===== src/hdl/kwm_pkg.sv =====
// kwm_pkg: shared constants and types for the k-way sorted merge.
// Used by k_way_sorted_merge and its bench. No dependencies.
package kwm_pkg;

	localparam int NUM_LISTS_DEF  = 4;
	localparam int LIST_DEPTH_DEF = 16;
	localparam int DATA_W         = 32;
	localparam int IDX_W          = 2;

	localparam logic ACT_LOAD  = 1'b0;
	localparam logic ACT_MERGE = 1'b1;

	typedef enum logic [1:0] {
		ST_IDLE,
		ST_FILL,
		ST_WAIT,
		ST_PICK
	} kwm_state_t;

endpackage


===== src/hdl/kwm_ram.sv =====
// kwm_ram: generic single-write, single-read synchronous RAM, registered read.
// No package dependency.
module kwm_ram #(
	parameter int WIDTH = 32,
	parameter int DEPTH = 64
) (
	input  logic                     clk,
	input  logic                     we,
	input  logic [$clog2(DEPTH)-1:0] waddr,
	input  logic [WIDTH-1:0]         wdata,
	input  logic                     re,
	input  logic [$clog2(DEPTH)-1:0] raddr,
	output logic [WIDTH-1:0]         rdata
);

	logic [WIDTH-1:0] mem_q [DEPTH];

	always_ff @(posedge clk) begin
		if (we) begin
			mem_q[waddr] <= wdata;
		end
		if (re) begin
			rdata <= mem_q[raddr];
		end
	end

endmodule


===== src/hdl/k_way_sorted_merge.sv =====
// k_way_sorted_merge: top level of the k-way merge by smallest head.
// Depends on kwm_pkg and kwm_ram.

// Merges up to NUM_LISTS ascending lists of signed 32-bit values into one
// stream. A load request (action = 0) appends value to list list_index; it
// is dropped when that list already holds LIST_DEPTH values or the index is
// not a list of this build. busy stays low while idle, so loads may follow
// one another every cycle. A merge request (action = 1) raises busy and
// emits every stored value, smallest current head first, lower list index
// first on equal values. Each result shows on value_res, source_list and
// last_of_run for exactly one cycle with strobe high; the receiver cannot
// stall, so it must take every strobe. A merge runs through ST_FILL, which
// fetches the first element of each list in turn, then ST_WAIT, which lets
// the last fetch land; each result then takes an ST_PICK and an ST_WAIT,
// and a closing ST_PICK empties all lists. Results cannot come back to back
// because the element store has a single read port with a registered read:
// the next element of the list just popped must be fetched before the next
// comparison can run.
module k_way_sorted_merge #(
	parameter int NUM_LISTS  = kwm_pkg::NUM_LISTS_DEF,
	parameter int LIST_DEPTH = kwm_pkg::LIST_DEPTH_DEF
) (
	input  logic                             clk,
	input  logic                             arst_n,
	input  logic                             start,
	output logic                             busy,
	input  logic                             action,
	input  logic [kwm_pkg::IDX_W-1:0]        list_index,
	input  logic signed [kwm_pkg::DATA_W-1:0] value,
	output logic                             strobe,
	output logic signed [kwm_pkg::DATA_W-1:0] value_res,
	output logic [kwm_pkg::IDX_W-1:0]        source_list,
	output logic                             last_of_run
);

	import kwm_pkg::*;

	localparam int STORE_SIZE = NUM_LISTS * LIST_DEPTH;
	localparam int ADDR_W     = $clog2(STORE_SIZE);
	localparam int LIST_W     = $clog2(NUM_LISTS);
	localparam int LEN_W      = $clog2(LIST_DEPTH + 1);

	// control state
	kwm_state_t          state_q, state_d;
	logic [LEN_W-1:0]    len_q        [NUM_LISTS];
	logic [LEN_W-1:0]    pos_q        [NUM_LISTS];
	logic                head_valid_q [NUM_LISTS];
	logic [LIST_W-1:0]   fill_q;
	logic                rd_pending_q;
	logic [LIST_W-1:0]   rd_list_q;
	logic                strobe_q;

	// head register per list: the element at that list's read position
	logic signed [DATA_W-1:0] head_q [NUM_LISTS];

	// output payload
	logic signed [DATA_W-1:0] value_res_q;
	logic [IDX_W-1:0]         source_list_q;
	logic                     last_q;

	// element store port
	logic                ram_we;
	logic [ADDR_W-1:0]   ram_waddr;
	logic                ram_re;
	logic [ADDR_W-1:0]   ram_raddr;
	logic [DATA_W-1:0]   ram_rdata;

	// load path
	logic [LIST_W-1:0]   ld_list;
	logic                ld_ok;
	logic                accept;

	// head selection
	logic                     found;
	logic [LIST_W-1:0]        best;
	logic signed [DATA_W-1:0] best_val;
	logic                     other_valid;
	logic [LEN_W-1:0]         best_next_pos;
	logic                     next_more;

	function automatic logic [ADDR_W-1:0] list_base(input logic [LIST_W-1:0] lst);
		return ADDR_W'(lst) * ADDR_W'(LIST_DEPTH);
	endfunction

	assign accept  = start && (state_q == ST_IDLE);
	assign ld_list = LIST_W'(list_index);
	// out-of-range index short-circuits before the length is looked at
	assign ld_ok   = (32'(list_index) < NUM_LISTS) && (32'(len_q[ld_list]) < LIST_DEPTH);
	assign ram_waddr = list_base(ld_list) + ADDR_W'(len_q[ld_list]);

	// smallest valid head; strict compare keeps the lower index on a tie
	always_comb begin
		found    = 1'b0;
		best     = '0;
		best_val = '0;
		for (int i = 0; i < NUM_LISTS; i++) begin
			if (head_valid_q[i] && (!found || (head_q[i] < best_val))) begin
				found    = 1'b1;
				best     = LIST_W'(i);
				best_val = head_q[i];
			end
		end
		other_valid = 1'b0;
		for (int i = 0; i < NUM_LISTS; i++) begin
			if (head_valid_q[i] && (LIST_W'(i) != best)) begin
				other_valid = 1'b1;
			end
		end
		best_next_pos = pos_q[best] + LEN_W'(1);
		next_more     = best_next_pos < len_q[best];
	end

	// next state and store control
	always_comb begin
		state_d   = state_q;
		ram_we    = 1'b0;
		ram_re    = 1'b0;
		ram_raddr = '0;
		case (state_q)
			ST_IDLE: begin
				if (start) begin
					if (action == ACT_LOAD) begin
						ram_we = ld_ok;
					end else begin
						state_d = ST_FILL;
					end
				end
			end
			ST_FILL: begin
				ram_re    = (len_q[fill_q] != '0);
				ram_raddr = list_base(fill_q);
				if (32'(fill_q) == NUM_LISTS - 1) begin
					state_d = ST_WAIT;
				end
			end
			ST_WAIT: begin
				state_d = ST_PICK;
			end
			ST_PICK: begin
				if (found) begin
					ram_re    = next_more;
					ram_raddr = list_base(best) + ADDR_W'(best_next_pos);
					state_d   = ST_WAIT;
				end else begin
					state_d = ST_IDLE;
				end
			end
			default: begin
				state_d = ST_IDLE;
			end
		endcase
	end

	always_ff @(posedge clk or negedge arst_n) begin
		if (!arst_n) begin
			state_q      <= ST_IDLE;
			fill_q       <= '0;
			rd_pending_q <= 1'b0;
			rd_list_q    <= '0;
			strobe_q     <= 1'b0;
			for (int i = 0; i < NUM_LISTS; i++) begin
				len_q[i]        <= '0;
				pos_q[i]        <= '0;
				head_valid_q[i] <= 1'b0;
			end
		end else begin
			state_q      <= state_d;
			rd_pending_q <= ram_re;
			strobe_q     <= 1'b0;
			case (state_q)
				ST_IDLE: begin
					fill_q <= '0;
					if (accept && (action == ACT_LOAD) && ld_ok) begin
						len_q[ld_list] <= len_q[ld_list] + LEN_W'(1);
					end
				end
				ST_FILL: begin
					pos_q[fill_q]        <= '0;
					head_valid_q[fill_q] <= (len_q[fill_q] != '0);
					rd_list_q            <= fill_q;
					fill_q               <= fill_q + LIST_W'(1);
				end
				ST_PICK: begin
					if (found) begin
						strobe_q           <= 1'b1;
						pos_q[best]        <= best_next_pos;
						head_valid_q[best] <= next_more;
						rd_list_q          <= best;
					end else begin
						// run finished: every list empties
						for (int i = 0; i < NUM_LISTS; i++) begin
							len_q[i]        <= '0;
							head_valid_q[i] <= 1'b0;
						end
					end
				end
				default: begin
				end
			endcase
		end
	end

	// fetched element passes through the store's read register into its list's head register
	always_ff @(posedge clk) begin
		if (rd_pending_q) begin
			head_q[rd_list_q] <= ram_rdata;
		end
		if ((state_q == ST_PICK) && found) begin
			value_res_q   <= best_val;
			source_list_q <= IDX_W'(best);
			last_q        <= !next_more && !other_valid;
		end
	end

	kwm_ram #(
		.WIDTH(DATA_W),
		.DEPTH(STORE_SIZE)
	) u_store (
		.clk  (clk),
		.we   (ram_we),
		.waddr(ram_waddr),
		.wdata(value),
		.re   (ram_re),
		.raddr(ram_raddr),
		.rdata(ram_rdata)
	);

	assign busy        = (state_q != ST_IDLE);
	assign strobe      = strobe_q;
	assign value_res   = value_res_q;
	assign source_list = source_list_q;
	assign last_of_run = last_q;

endmodule


===== config.mk =====
export PLATFORM = sky130hd
export DESIGN_NAME = k_way_sorted_merge
export DESIGN_NICKNAME = d
export VERILOG_FILES = /design/src/hdl/kwm_pkg.sv /design/src/hdl/kwm_ram.sv /design/src/hdl/k_way_sorted_merge.sv
export SDC_FILE = /design/constraint.sdc
export NUM_CORES = 2
export LEC_CHECK = 0
export BUFFER_PORTS_ARGS = -buffer_cell sky130_fd_sc_hd__buf_2
export CORE_UTILIZATION = 40
export CTS_CLUSTER_DIAMETER = 80
export DETAILED_ROUTE_END_ITERATION = 6
export SLEW_MARGIN = 20
export SYNTH_ARGS = -nofsm -noshare
export SYNTH_HDL_FRONTEND = slang
export SYNTH_SLANG_ARGS = --single-unit

===== constraint.sdc =====
create_clock -name clk -period 15.85 [get_ports clk]
set_input_delay 2.3775 -clock clk [delete_from_list [all_inputs] [get_ports clk]]
set_output_delay 2.3775 -clock clk [all_outputs]
set_load 0.03 [all_outputs]

== Word level (Yosys, flattened, before mapping) ==
Memories as Yosys holds them, arrays and structs flattened. A register that Yosys moved wholly into a read port is not among the register bits.
Index checks and enable logic that the tools add are counted.

* Memories: 2
* Flip-flop bits (word level): 87
* Logic and storage cells: 159
* Output and inout port bits: 37
* Bits in writable memories: 2176

{| class="wikitable"
|+ Memory list
! name !! depth !! width !! rd ports !! clocked after memory_dff !! write ports !! line !! source
|-
| u_store.mem_q || 64 || 32 || 1 || 1 || 1 || kwm_ram.sv:16 || <nowiki>logic [WIDTH-1:0] mem_q [DEPTH];</nowiki>
|-
| head_q || 4 || 32 || 4 || 0 || 1 || k_way_sorted_merge.sv:54 || <nowiki>logic signed [DATA_W-1:0] head_q [NUM_LISTS];</nowiki>
|}

* Bitwise logic cells: 6
* Reduce and logical (&&, ||, !) cells: 33
* Multiplexer cells: 69
* Equality and inequality tests: 13
* Magnitude comparators: 11
* Add/subtract/negate cells: 5

{| class="wikitable"
|+ Operators with widths
! cell !! count
|-
| $mux 32 || 4
|-
| $lt 32x32->1 || 3
|-
| $pmux 20 s2 || 2
|-
| $mux 20 || 3
|-
| $mux 5 || 11
|-
| $bmux 5 s2 || 4
|-
| $bwmux 20 || 2
|-
| $demux 5 s2 || 3
|-
| $mux 1 || 21
|-
| $and 20x20->20 || 1
|-
| $not 20->20 || 1
|-
| $logic_and 1x1->1 || 15
|-
| $mux 2 || 7
|-
| $add 6x5->6 || 2
|-
| $pmux 6 s2 || 1
|-
| $add 5x1->5 const B || 2
|-
| $ne 2x2->1 const B || 5
|-
| $reduce_bool 2->1 || 5
|-
| $ge 3x3->1 const B || 3
|-
| $lt 3x1->1 const B || 3
|-
| $not 2->3 || 3
|-
| $bwmux 4 || 2
|-
| $pmux 2 s2 || 2
|-
| $pmux 2 s4 || 1
|-
| 20 further kinds || 31
|}

== Depth between registers and ports, before layout ==
An unclocked memory read counts as a cell.

* Depth in word-level cells: 23
* Depth in mapped cells: 56
* Mapped depth without buffers: 42

== Modules after synthesis ==
Synthesis repeated with hierarchy kept, for this count alone.

* Cell total of the unflattened synthesis: 4399
* Area, all modules: 90430.5 um^2

{| class="wikitable"
|+ Modules (own cells, without submodules)
! module !! cells each !! area each (um^2) !! instances
|-
| kwm_ram || 3324 || 78835.6 || 1
|-
| k_way_sorted_merge || 1075 || 11594.9 || 1
|}

== Worst setup path after synthesis ==
Ideal clock, no wire load.

* Path type: register to register
* From: reg head_valid_q[3] in the netlist's numbering
* To: reg u_store.rdata[0] (read register of u_store.mem_q), enable pin
* Setup time: 0.392 ns
* Slack: 3.311 ns
* Path buffers: 15
* Arrival: 12.147 ns
* Clock period less this slack: 12.539 ns
* Cell stages (with the launch flop): 55
* Required time: 15.458 ns
* Cell sequence: dfrtp_1 > clkbuf_1 > clkbuf_1 > nand2_1 > ha_1 > a21oi_1 > o21a_1 > a2bb2oi_1 > nand3_1 > o211ai_1 > clkbuf_1 > clkbuf_1 > clkbuf_1 > a21oi_1 > ha_1 > and4_1 > a221o_1 > a21oi_2 > [... 19 more ...] > buf_4 > buf_2 > buf_2 > buf_1 > ha_1 > inv_1 > nand3_1 > nand2_2 > inv_2 > buf_6 > buf_2 > buf_2 > ha_1 > o21a_1 > o21a_1 > o21a_1 > nor2_1 > a22o_1

* Longest elaborated chain between the ends: 21
* Elaborated cells between the ends (all ways): 36

{| class="wikitable"
|+ Ends and longest elaborated chain
! element !! line !! source
|-
| from (decl) || k_way_sorted_merge.sv:47 || <nowiki>logic head_valid_q [NUM_LISTS];</nowiki>
|-
| from (signal, indexed assignment) || k_way_sorted_merge.sv:179 || <nowiki>head_valid_q[fill_q] <= (len_q[fill_q] != '0);</nowiki>
|-
| from (signal, indexed assignment) || k_way_sorted_merge.sv:187 || <nowiki>head_valid_q[best] <= next_more;</nowiki>
|-
| $mux 32 or $mux 1 (tied branches) || k_way_sorted_merge.sv:97 || <nowiki>if (head_valid_q[i] && (!found || (head_q[i] < best_val))) begin</nowiki>
|-
| $lt 32x32->1 or $logic_not 1->1 (tied branches) || k_way_sorted_merge.sv:97 ||
|-
| $logic_or 1x1->1 || k_way_sorted_merge.sv:97 ||
|-
| $logic_and 1x1->1 || k_way_sorted_merge.sv:97 ||
|-
| $mux 32 or $mux 1 (tied branches) || k_way_sorted_merge.sv:97 ||
|-
| $lt 32x32->1 or $logic_not 1->1 (tied branches) || k_way_sorted_merge.sv:97 ||
|-
| $logic_or 1x1->1 || k_way_sorted_merge.sv:97 ||
|-
| $logic_and 1x1->1 || k_way_sorted_merge.sv:97 ||
|-
| [... 5 more ...] || -- ||
|-
| $not 2->3 (implied by the code) || k_way_sorted_merge.sv:109, k_way_sorted_merge.sv:110 ||
|-
| $bmux 5 s2 || k_way_sorted_merge.sv:109 || <nowiki>best_next_pos = pos_q[best] + LEN_W'(1);</nowiki>
|-
| $mux 5 (implied by the code) (2 in series) || k_way_sorted_merge.sv:109 ||
|-
| $add 5x1->5 || k_way_sorted_merge.sv:109 ||
|-
| $lt 5x5->1 || k_way_sorted_merge.sv:110 || <nowiki>next_more = best_next_pos < len_q[best];</nowiki>
|-
| $mux 1 (*) || k_way_sorted_merge.sv:140 || <nowiki>if (found) begin</nowiki>
|-
| $pmux 1 s2 (*) || k_way_sorted_merge.sv:119 || <nowiki>case (state_q)</nowiki>
|-
| named net ram_re || k_way_sorted_merge.sv:64 || <nowiki>logic ram_re;</nowiki>
|-
| to (decl) || kwm_ram.sv:13 || <nowiki>output logic [WIDTH-1:0] rdata</nowiki>
|}

The timed path passes the listed nets; every way through them passes the cells marked *. The select of a mux whose other input is x is not followed.
A chain may end at the register's enable or synchronous reset.

== Worst setup path in the final report ==
* From: reg head_valid_q[3] in the netlist's numbering
* To: reg u_store.rdata[15] (read register of u_store.mem_q), data pin

* Longest elaborated chain between the ends: 21
* Elaborated cells between the ends (all ways): 36

{| class="wikitable"
|+ Ends and longest elaborated chain
! element !! line
|-
| $mux 32 or $mux 1 (tied branches) || k_way_sorted_merge.sv:97
|-
| $lt 32x32->1 or $logic_not 1->1 (tied branches) || k_way_sorted_merge.sv:97
|-
| $logic_or 1x1->1 || k_way_sorted_merge.sv:97
|-
| $logic_and 1x1->1 || k_way_sorted_merge.sv:97
|-
| $mux 32 or $mux 1 (tied branches) || k_way_sorted_merge.sv:97
|-
| $lt 32x32->1 or $logic_not 1->1 (tied branches) || k_way_sorted_merge.sv:97
|-
| $logic_or 1x1->1 || k_way_sorted_merge.sv:97
|-
| $logic_and 1x1->1 || k_way_sorted_merge.sv:97
|-
| [... 4 more ...] || --
|-
| $mux 2 || k_way_sorted_merge.sv:97
|-
| $not 2->3 (implied by the code) || k_way_sorted_merge.sv:109, k_way_sorted_merge.sv:110
|-
| $bmux 5 s2 || k_way_sorted_merge.sv:109
|-
| $mux 5 (implied by the code) (2 in series) || k_way_sorted_merge.sv:109
|-
| $add 5x1->5 || k_way_sorted_merge.sv:109
|-
| $add 6x5->6 or $lt 5x5->1 (tied branches) || k_way_sorted_merge.sv:142, k_way_sorted_merge.sv:110
|-
| $mux 6 or $mux 1 (tied branches) || k_way_sorted_merge.sv:140
|-
| $pmux 6 s2 or $pmux 1 s2 (tied branches) || k_way_sorted_merge.sv:119
|}

Several ways; a longest one is shown, not always the timed one. The select of a mux whose other input is x is not followed.

==> metrics.cfg <==
[power]
power.total_mw=12.0
vdd_ir_drop_max_mv=0.106
power_density_nw_per_um2=114
p_leak_nw=35.5

[sta]
period_needed_ns=14.53
tns_ns=0
clock_skew_ns=0.0481
finalMaxSlewViolations=0
max_freq_mhz=68.8
finalHoldViolations=0
timing.final.crit_share_pct=91.7
maxSlewHeadroom_pct=23.9
rsz0062_at_grt=no
max_slew.worst_pin.slew_ns=1.14
whs_ns=0.486
worst_slack_ns=1.32
finalSetupViolCount=0

[place]
post-place-cells=9505
preCtsSetupSlack_ns=1.34
hpwl_mm=168
place_area_um2=98700
place.gp.congestion=0.917
io_buffers=74

[global_route]
grt_start_max_net_pins=128
grt_pass1_wl_mm=411
antenna_found_initial=22
track_usage_pct=24.0
grt_pass1_vias=55900
grt-ovfl-total=0

[clock_network]
cts_sinks=2295
clkLatencyLatePin_ns=0.88
holdBufCountCts=0
clockBufferDepth=3
cts_tree=built
clk_pin_slew_ns=0.06
cts-resized-gates=0
post-cts-setup-buffers=0
cts_root_buf=clkbuf_16
cts_buffers=229
htree_levels=4

[floorplan]
start_util_pct=40.3
die-area_um2=237000
die_w_um=487
pin_count=75
die_h_um=487
row_count=177
core_um2=233000

[setup_path]
critPathSlowestCell=a2111oi_1
critPathMostFrequentCell=buf_4
cp-end-kind=flip-flop
arrival_ns=15.28
critPathMaxStageDelay_ns=0.90
worstSetupPathType=reg -> reg
cp-start-kind=flip-flop
path_max_fanout=78
critical_path_required_ns=16.60

[cells_and_area]
drive_above_1_share_pct=11.5
nNetsFinal=6747
finalInstanceArea_um2=106000
post-route-util_pct=45.4
mostFrequentLayoutCells=edfxtp_1, nand2_1, mux2i_1
fillCellCount=20200
fin_cells=9934
area_growth_pct=12.7
final_common_cell=edfxtp_1

[route]
antenna_left=0
wl_per_cell_um=29.2
viasPerCell=5.92
drt_wl_total_mm=290
drt_iter0_markers=8514
vias=58800
drt-pass1-iter-count=5
drc=0

[yosys]
syn-num-nets=6666
seq_area_frac_synth_pct=73.0
syn_inst=6523
ys_types=99
synth_seq_cells=2295
ys_async_sr_fraction_pct=2.27
ys.flop_type=edfxtp_1
synth_edf_count=2243
syn-mean-instance-area_um2=14.4
yosys_warnings=0
syn_area_um2=94000

[outcome]
status=completed

[hold_path]
hp-class=reg -> reg

[job]
drv_cap=0

==> worst paths after layout <==
path,startpoint,to,slack [ns],cells past startpoint
min in group asynchronous,arst_n,strobe$_DFF_PN0_,1.64,2
setup reg to reg,head_valid_q[3]$_DFFE_PN0P_,u_store.rdata[15]$_DFFE_PP_,1.32,44
max in group asynchronous,arst_n,pos_q[3]$_DFFE_PN0P_,13.67,2
hold / removal,pos_q[17]$_DFFE_PN0P_,pos_q[17]$_DFFE_PN0P_,0.49,2
hold reg to reg,pos_q[17]$_DFFE_PN0P_,pos_q[17]$_DFFE_PN0P_,0.49,2
setup / recovery,head_valid_q[3]$_DFFE_PN0P_,u_store.rdata[15]$_DFFE_PP_,1.32,44
==> state kept, by name, indices dropped and copies added, names as in the netlist <==
signal / cells
head_q: 128
strobe: 1
rd_pending_q: 1
value_res: 32
u_store.rdata: 32
state_q: 2
head_valid_q: 4
pos_q: 20
rd_list_q: 2
len_q: 20
source_list: 2
last_of_run: 1
fill_q: 2
u_store.mem_q: 2048
==> power breakdown <==
part | leakage (nW) | internal [mW] | switching (mW)
logic | 11.0 | 0.0108 | 0.114
registers | 20.9 | 6.65 | 0.000447
clock network | 3.55 | 2.93 | 2.32
total | 35.5 | 9.59 | 2.44
==> cells by family (layout without fill, tap and decap cells) <==
family                     Yosys count  in the layout  synth area share [%]
DFF                               2295           2295                  73.0
buffers and inverters              444            720                  2.06
xor gates and xnor gates             9              9                0.0838
other                                0              3                     0
adders and majority gates          105            105                  1.40
and+or+nand+nor                   1914           1914                  9.14
muxes                              486            486                  5.48
AOI/OAI and AO/OA                 1270           1270                  8.84
==> per-layer routing <==
layer  vias to the layer above  global-route usage (%)  wire length (um)
met5                         -                       0                38
met4                         8                    10.1             13100
met3                       518                    4.85             29200
met2                      2990                    36.7            131000
met1                     29800                    33.4            117000
li1                      25500                       -                 -
==> Yosys cell counts (all sizes together) (17+ instances only) <==
| cell | n | area, um2 |
|---|---|---|
| o221ai | 32 | 280 |
| a21boi | 18 | 135 |
| a221oi | 20 | 175 |
| o21a | 18 | 135 |
| a31oi | 63 | 430 |
| o32ai | 17 | 149 |
| a22oi | 47 | 358 |
| clkbuf | 229 | 862 |
| o22ai | 190 | 1190 |
| nor2 | 272 | 1030 |
| o21bai | 17 | 128 |
| mux2i | 427 | 4270 |
| a21o | 26 | 195 |
| nor3 | 33 | 181 |
| nand3 | 379 | 1900 |
| o21ai | 256 | 1290 |
| buf | 187 | 972 |
| nand2 | 940 | 3530 |
| nand4 | 84 | 532 |
| mux4 | 19 | 428 |
| a22o | 27 | 236 |
| o211ai | 25 | 198 |
| a211oi | 74 | 561 |
| mux2 | 40 | 450 |
| inv | 27 | 101 |
| ha | 105 | 1310 |
| edfxtp | 2243 | 67400 |
| or3 | 17 | 111 |
| a21oi | 276 | 1400 |
| a2111oi | 21 | 184 |
| and3 | 121 | 767 |
| dfrtp | 52 | 1300 |
| o22a | 35 | 307 |
| o2111ai | 29 | 254 |
==> worst max-delay path, delay by kind of cell (launching register included) <==
family          cells  cell delay, ns
fa+ha+maj           4            1.25
simple gates       17            4.08
flops               1            0.76
compound gates     17            5.23
buf+inv             6            2.86
==> cell type report <==
cell class	instances	area, um2	share of cell area [%]
timing repair buffer	266	1910	1.81
sequential	2295	68700	64.8
antenna	3	7.51	0.00708
multi-input combinational	3784	24100	22.8
inverter	28	123	0.116
tap	3132	3920	3.70
clock inverter	129	1100	1.04
clock buffer	297	6120	5.78
No activity file was read; power rests on OpenSTA's default activity.
